`src/bgp_pkg.sv`:
```
package bgp_pkg;

  // One request as it arrives on the input channel.
  typedef struct packed {
    logic        req_type;
    logic [31:0] branch_pc;
    logic [1:0]  thread_index;
    logic        predicted_dir;
    logic        resolved_dir;
  } bgp_req_t;

  // One result as it leaves on the output channel.
  typedef struct packed {
    logic        predict_taken;
    logic [31:0] correct_count;
    logic [31:0] mispredict_count;
  } bgp_rsp_t;

  // A classified request waiting between the front and the back.
  typedef struct packed {
    bgp_req_t    req;
    logic [1:0]  mode;
    logic [4:0]  idx_width;
    logic [3:0]  thread;
  } bgp_job_t;

  localparam logic [1:0] MODE_NOT_TAKEN = 2'd0;
  localparam logic [1:0] MODE_TAKEN     = 2'd1;
  localparam logic [1:0] MODE_BIMODAL   = 2'd2;
  localparam logic [1:0] MODE_GSHARE    = 2'd3;

  localparam logic REQ_PREDICT = 1'b0;
  localparam logic REQ_UPDATE  = 1'b1;

  localparam logic REG_MODE       = 1'b0;
  localparam logic REG_INDEX_BITS = 1'b1;

  localparam logic [1:0] MODE_RESET       = MODE_GSHARE;
  localparam logic [3:0] INDEX_BITS_RESET = 4'd12;

  localparam logic [1:0] CTR_MAX  = 2'd3;
  localparam logic [1:0] CTR_MIN  = 2'd0;
  localparam logic [1:0] CTR_INIT = 2'd2;

endpackage

```
`src/bgp_front.sv`:
```
module bgp_front #(
  parameter int INDEX_BITS = 12,
  parameter int THREADS    = 4
) (
  input  logic              clk,
  input  logic              rst,
  input  logic              start,
  input  logic              clearing,
  output logic              busy,
  input  bgp_pkg::bgp_req_t request,
  input  logic [1:0]        predictor_mode,
  input  logic [3:0]        index_bits,
  output logic              job_valid,
  input  logic              job_ready,
  output bgp_pkg::bgp_job_t job
);

  localparam logic [4:0] MAX_WIDTH = 5'(INDEX_BITS);
  localparam logic [4:0] THR       = 5'(THREADS);

  bgp_pkg::bgp_job_t slots [2];
  bgp_pkg::bgp_job_t job_in;
  logic [1:0] count;
  logic       wr_ptr;
  logic       rd_ptr;
  logic       push;
  logic       pop;
  logic [4:0] width_c;
  logic [4:0] thr_c;

  // Clamp the index width and fold the thread number into range.
  always_comb begin
    width_c = {1'b0, index_bits};
    if (width_c == 5'd0) begin
      width_c = 5'd1;
    end
    if (width_c > MAX_WIDTH) begin
      width_c = MAX_WIDTH;
    end
    thr_c = {3'b000, request.thread_index};
    for (int k = 0; k < 3; k++) begin
      if (thr_c >= THR) begin
        thr_c = thr_c - THR;
      end
    end
    job_in.req       = request;
    job_in.mode      = predictor_mode;
    job_in.idx_width = width_c;
    job_in.thread    = thr_c[3:0];
  end

  assign busy      = clearing || (count == 2'd2);
  assign push      = start && !busy;
  assign job_valid = (count != 2'd0);
  assign pop       = job_valid && job_ready;
  assign job       = slots[rd_ptr];

  always_ff @(posedge clk) begin
    if (rst) begin
      count  <= 2'd0;
      wr_ptr <= 1'b0;
      rd_ptr <= 1'b0;
    end else begin
      if (push) begin
        wr_ptr <= !wr_ptr;
      end
      if (pop) begin
        rd_ptr <= !rd_ptr;
      end
      unique case ({push, pop})
        2'b10:   count <= count + 2'd1;
        2'b01:   count <= count - 2'd1;
        default: count <= count;
      endcase
    end
  end

  always_ff @(posedge clk) begin
    if (push) begin
      slots[wr_ptr] <= job_in;
    end
  end

endmodule

```
`config.mk`:
```
export PLATFORM = sky130hd
export DESIGN_NAME = bgp_front
export DESIGN_NICKNAME = d
export VERILOG_FILES = /design/src/bgp_pkg.sv /design/src/bgp_front.sv
export SDC_FILE = /design/constraint.sdc
export NUM_CORES = 1
export LEC_CHECK = 0
export ABC_CLOCK_PERIOD_IN_PS = 3250
export BUFFER_PORTS_ARGS = -buffer_cell sky130_fd_sc_hd__buf_2
export CAP_MARGIN = 20
export CORE_UTILIZATION = 46
export CTS_CLUSTER_DIAMETER = 200
export DETAILED_ROUTE_END_ITERATION = 10
export PLACE_DENSITY = 0.75
export RECOVER_POWER = 50
export SYNTH_ARGS = -nofsm -noshare
export SYNTH_HDL_FRONTEND = slang
export SYNTH_SLANG_ARGS = --single-unit
```
`constraint.sdc`:
```
create_clock -name clk -period 3.25 [get_ports clk]
set_clock_uncertainty 0.1 [all_clocks]
set_input_delay 0 -clock clk [delete_from_list [all_inputs] [get_ports clk]]
set_output_delay 0 -clock clk [all_outputs]
set_load 0.005 [all_outputs]
```
==> flow_summary.ini, run 1 <==
[setup_path]
endpoint = slots[1][36]
crit_path_end_kind = register
rr_worst_depth = 4
timing.rr.start = count[0]
cp-startpoint = count[0]
crit_path_start_kind = register
r2r_slack_ps = 800
crit_type = register to register
critPathArrivalTime_ps = 2390
crit_required_ps = 3190
crit_path_max_fanout = 18
r2r_end = slots[1][36]

[place]
portBuffers = 94
dp_hpwl_um = 3870
gp_congestion = 0.702

[power_and_ir_drop]
leakagePower_uw = 0.00166
swShare_pct = 24.4
seq_power_share_pct = 51.8
power_density_mw_per_mm2 = 628
cellInternalPower_uw = 2170
peakVddDrop_mv = 0.471
combPwrFrac_pct = 20.1
p_clk_share_pct = 28.2
power_switching_uw = 701

[clock_tree]
htree_num_levels = 3
cts.sinks = 91
clock_path_buffers = 2
cts_root_buf = clkbuf_8
cts_resized = 0
path_clk_slew_ps = 90
clkLatencyLatePin_ps = 350
cts_tree = yes
cts_buffers = 9

[final_layout]
final_cell_mix = edfxtp_1, buf_2, dlygate4sd3_1, mux2_2, clkbuf_1
layout-drive-gt1-share_pct = 39.9
syn_to_final_growth_pct = 34.9
mostFrequentLayoutCell = edfxtp_1
antenna_cells = 0
filler_cell_count = 538
finalNetCount = 365

[flow_run]
maxCapViolCount = 0

[synth]
synth_cells = 172
yosys_warnings = 0
async_flop_share_pct = 0
synth_cell_types = 22
synth_seq_cells = 91
ys.flop_type = edfxtp_1
synth_edf_count = 86
netlist_area_mm2 = 0.00339
seq_area_frac_synth_pct = 79.1
synth_area_per_cell_um2 = 19.7

[sta]
finalMaxSlewViolations = 0
final-hold-violation-count = 0
rsz0062_at_grt = no
whs_ps = 2.24
setup_viol = 0
setup_tns_ps = 0
period_minus_slack_ps = 2450
slew_headroom_pct = 24.1
min_period_over_period_pct = 75.4
max_slew.worst_pin.slew_ps = 1130
max_freq_mhz = 408

[route]
routedWlPerCell_um = 14.5
drc = 0
routed_wl_um = 6050
first_pass_iters = 4
ant_nets = 0
drt_iter0_markers = 66
vias = 1954
avgViaCountPerCell = 4.69

[global_routing]
grt_use_total_pct = 16.6
grt_antenna_before_repair = 0
overflow = 0
grt_pass1_vias = 2046
grt_pass1_wl_um = 9190
grt_max_degree = 44

[floorplan]
core_mm2 = 0.00694
die-area_mm2 = 0.00772
row_count = 30
die_y_um = 87.9
fp.dieW_um = 87.9
initial_core_util_pct = 48.8
ioPinCount = 98

[min_path]
hp-class = input port to register

[outcome]
status = finished clean
layout make-up:
class	instances	area, µm²	area share [%]
well taps	96	120	2.62
clock inverters	7	91.3	2.00
repair buffers	143	911	19.9
flip-flops and latches	91	2680	58.6
multi-input cells	70	643	14.1
inverters	1	3.75	0.0820
clock buffers	9	124	2.71
per-layer routing:
| layer | GRT usage [%] | vias up | share of wire, % |
|---|---|---|---|
| li1 | - | 933 | - |
| met1 | 18.5 | 940 | 41 |
| met2 | 30.0 | 69 | 52 |
| met3 | 3.11 | 12 | 5.4 |
| met4 | 8.94 | 0 | 2.2 |
| met5 | 0 | - | 0 |
registers in the layout, summed over array words and instances, names as in the netlist, named ones only:
name and flops:
rd_ptr 1, wr_ptr 1, slots 86, count 2
power groups by stage:
stage | sequential, µW | combinational, µW | clock, µW
5_1_grt | 1510 | 628 | 873
3_3_place_gp | 1510 | 537 | 0
6_report | 1490 | 577 | 809
3_5_place_dp | 1520 | 547 | 0
2_1_floorplan | 1440 | 395 | 0
4_1_cts | 1490 | 594 | 822
stage by stage:
stage               setup WS (ps)  cells  utilization, %  instance area (µm²)  total power (µW)
finish                        799    417            65.9                 4580              2870
global route                  615    417            65.9                 4580              3010
CTS                          1170    417            66.7                 4630              2910
detailed placement           1250    356            57.1                 3970              2060
global placement             1300    356            57.1                 3970              2050
floorplan                     221    174               -                 3400              1830
worst max-delay path, stage by stage (launching register included):
cell and delay, ps:
dfxtp_1 420, nand2b_1 150, nand3b_1 160, nor2_1 890, buf_4 410
worst min path at each step:
stage | startpoint | to | cells past startpoint
6_report | start | wr_ptr | 3
5_1_grt | start | wr_ptr | 3
4_1_cts | job_ready | register | 4
3_5_place_dp | request[25] | slots[1][34] | 1
3_3_place_gp | request[18] | slots[1][27] | 1
2_1_floorplan | rst | count[1] | 1
cell families after synthesis:
group / Yosys count / share of synthesized area (%)
adder cells (fa/ha/maj): 1 / 0.369
AO/OA/AOI/OAI: 4 / 0.738
flip-flops: 91 / 79.1
buffers and inverters: 13 / 2.18
AND/OR/NAND/NOR: 15 / 2.14
multiplexers: 44 / 14.6
other: 1 / 0.111
XOR/XNOR: 3 / 0.775
synth_stat cells, drive strengths merged (2+ instances only):
master / instances / area share [%]
dfxtp: 5 / 3.0
nor2: 7 / 0.77
nand2: 2 / 0.22
clkbuf: 2 / 0.22
nand2b: 2 / 0.37
edfxtp: 86 / 76
xnor2: 2 / 0.52
mux2: 44 / 15
buf: 10 / 1.8
timing repair:
item,4_1_cts,5_1_grt
hold buffers,45,0
buffers inserted,0,0
endpoints found under the hold margin,91,0
No activity file was read; power rests on OpenSTA's default activity.
==> run 2: changes to the inputs <==
ABC_AREA = 1   (was default)
ABC_CLOCK_PERIOD_IN_PS = 2600   (was 3250)
CORE_UTILIZATION = 52   (was 46)
PLACE_DENSITY = 0.79   (was 0.75)
clock period = 2.6 ns   (was 3.25 ns; I/O delays follow)
==> flow_summary.ini, run 2 <==
[route]
first_pass_iters = 4
ant_nets = 0
drt_iter0_markers = 82
routed_wl_um = 6010
vias = 1988
avgViaCountPerCell = 4.77
routedWlPerCell_um = 14.4
drc = 0

[setup_path]
cpMaxStageDelayCell = inv_1
crit_path_start_kind = register
cpMostUsedCell = inv_1
crit_required_ps = 2530
critical-path-top-delay-family = buffers and inverters
crit_path_end_kind = register
critPathArrivalTime_ps = 2000
crit_type = register to register
critical_path_buf_inv_count = 3
worstPathCellList = inv_1, nand2_1, nand4_1, inv_1, buf_12
crit_path_max_fanout = 22
critical-path-max-stage-delay_ps = 690

[global_routing]
grt_pass1_wl_um = 9130
grt_use_total_pct = 17.1
grt_pass1_vias = 1940
grt_antenna_before_repair = 0
overflow = 0
grt_max_degree = 44

[synth]
synthTopCellsByArea = edfxtp_1, mux2_4, dfxtp_1, buf_12, nand2_1
synth_cells = 188
synth_compound_area_share_pct = 0.619
synth_seq_cells = 91
yosys_warnings = 0
synth_top_cell_area_share_pct = 71.0
synth_edf_count = 86
yosys-top-cells-count = edfxtp_1, mux2_4, nand2_1
synth.mux.area_fraction_pct = 17.4
yosysMostFrequentCell = edfxtp_1
synth_top_family_by_area = multiplexers
synth-xor-area-share_pct = 0
ys.flop_type = edfxtp_1
netlist_area_mm2 = 0.00364
synth_area_per_cell_um2 = 19.3
async_flop_share_pct = 0
yosys.area_share.adder_pct = 0.344
synth_simple_gate_area_share_pct = 2.82
synth_cell_types = 19
seq_area_frac_synth_pct = 73.8
synth_area_leader_cell = edfxtp_1

[floorplan]
initial_core_util_pct = 53.8
die_y_um = 85.6
fp.dieW_um = 85.6
die-area_mm2 = 0.00733
row_count = 30
core_mm2 = 0.00676
ioPinCount = 98

[clock_tree]
path_clk_slew_ps = 80
cts_tree = yes
cts_resized = 0
cts_buffers = 9
postCtsSetupRepairBufs = 0
clock_path_buffers = 2
cts.sinks = 91
postCtsHoldBufs = 47
clkLatencyLatePin_ps = 330
htree_num_levels = 3
cts_root_buf = clkbuf_8

[sta]
finalMaxSlewViolations = 0
period_minus_slack_ps = 2070
min_period_over_period_pct = 79.5
slew_headroom_pct = 38.5
rsz0062_at_grt = no
max_freq_mhz = 484
setup_viol = 0
setup_tns_ps = 0
whs_ps = 30.1
max_slew.worst_pin.slew_ps = 922
final-hold-violation-count = 0

[power_and_ir_drop]
leakagePower_uw = 0.00182
peakVddDrop_mv = 0.441
power_density_mw_per_mm2 = 630

[final_layout]
antenna_cells = 0
reg.largest.list = slots: 86 flops, count: 2 flops
filler_cell_count = 489
finalInstanceArea_mm2 = 0.00470
largest_reg_flops = 86
final_cell_mix = edfxtp_1, buf_2, dlygate4sd3_1, mux2_4, clkbuf_1
layout-drive-gt1-share_pct = 34.7
finalNetCount = 383
mostFrequentLayoutCell = edfxtp_1
syn_to_final_growth_pct = 29.1
top_register = slots

[flow_run]
maxCapViolCount = 0

[min_path]
hp-class = input port to register

[place]
dp_hpwl_um = 3740
portBuffers = 94
place_area_mm2 = 0.00414
gp_congestion = 0.767

[outcome]
status = finished clean
run 2: cell count changes after synthesis, sizes merged, moves of 2 or more:
cell and delta:
nand2b -2, xnor2 -2, nand2 +10, nand4 +2, inv +10, nor2 +2
run 2: path summary, 6_finish.rpt:
kind	startpoint	end	slack, ps	cells past startpoint
worst max register to register	count[0]	slots[1][20]	530	5
worst min register to register	rd_ptr	rd_ptr	430	2
worst min-delay path	start	wr_ptr	30	5
worst max-delay path	count[0]	slots[1][20]	530	5
run 2: stage by stage:
| step | cells | util, % | setup WS [ps] | power, µW |
|---|---|---|---|---|
| 2_1_floorplan | 190 | - | 342 | 2070 |
| 3_3_place_gp | 356 | 61.3 | 875 | 2200 |
| 3_5_place_dp | 356 | 61.3 | 788 | 2210 |
| 4_1_cts | 417 | 70.4 | 765 | 3000 |
| 5_1_grt | 417 | 69.5 | 422 | 3090 |
| 6_report | 417 | 69.5 | 534 | 2960 |
run 2: layer usage:
layer / track usage, % / share of wire [%] / routed length, µm
met1: 19.5 / 40 / 2420
met2: 30.3 / 54 / 3230
met3: 4.91 / 4.6 / 274
met4: 6.82 / 1.6 / 96
met5: 0 / 0 / 0
run 2: where the power goes:
group / leakage (µW) / total, µW / switching, µW / internal [µW]
logic: 0.000915 / 502 / 214 / 288
registers: 0.000830 / 1710 / 29.6 / 1680
clock network: 0.0000796 / 746 / 421 / 325
run 2: cell families (layout without fill, tap and decap cells):
logic type / count (synthesis) / in the layout
compound gates: 4 / 4
fa+ha+maj: 1 / 1
buf+inv: 23 / 170
flops: 91 / 91
mux: 43 / 43
other cells: 1 / 3
simple gates: 25 / 25
run 2: worst reg2reg max path, stage by stage, from the launching register on:
cell and delay [ps]:
dfxtp_1 350, inv_1 100, nand2_1 120, nand4_1 120, inv_1 690, buf_12 270
run 2: final cells by class:
class | instances | area [µm²] | share of cell area (%)
flip-flops and latches | 91 | 2680 | 57.1
repair buffers | 145 | 957 | 20.4
multi-input cells | 76 | 768 | 16.4
clock buffers | 9 | 124 | 2.64
well taps | 80 | 100 | 2.13
inverters | 11 | 41.3 | 0.879
clock inverters | 5 | 22.5 | 0.480
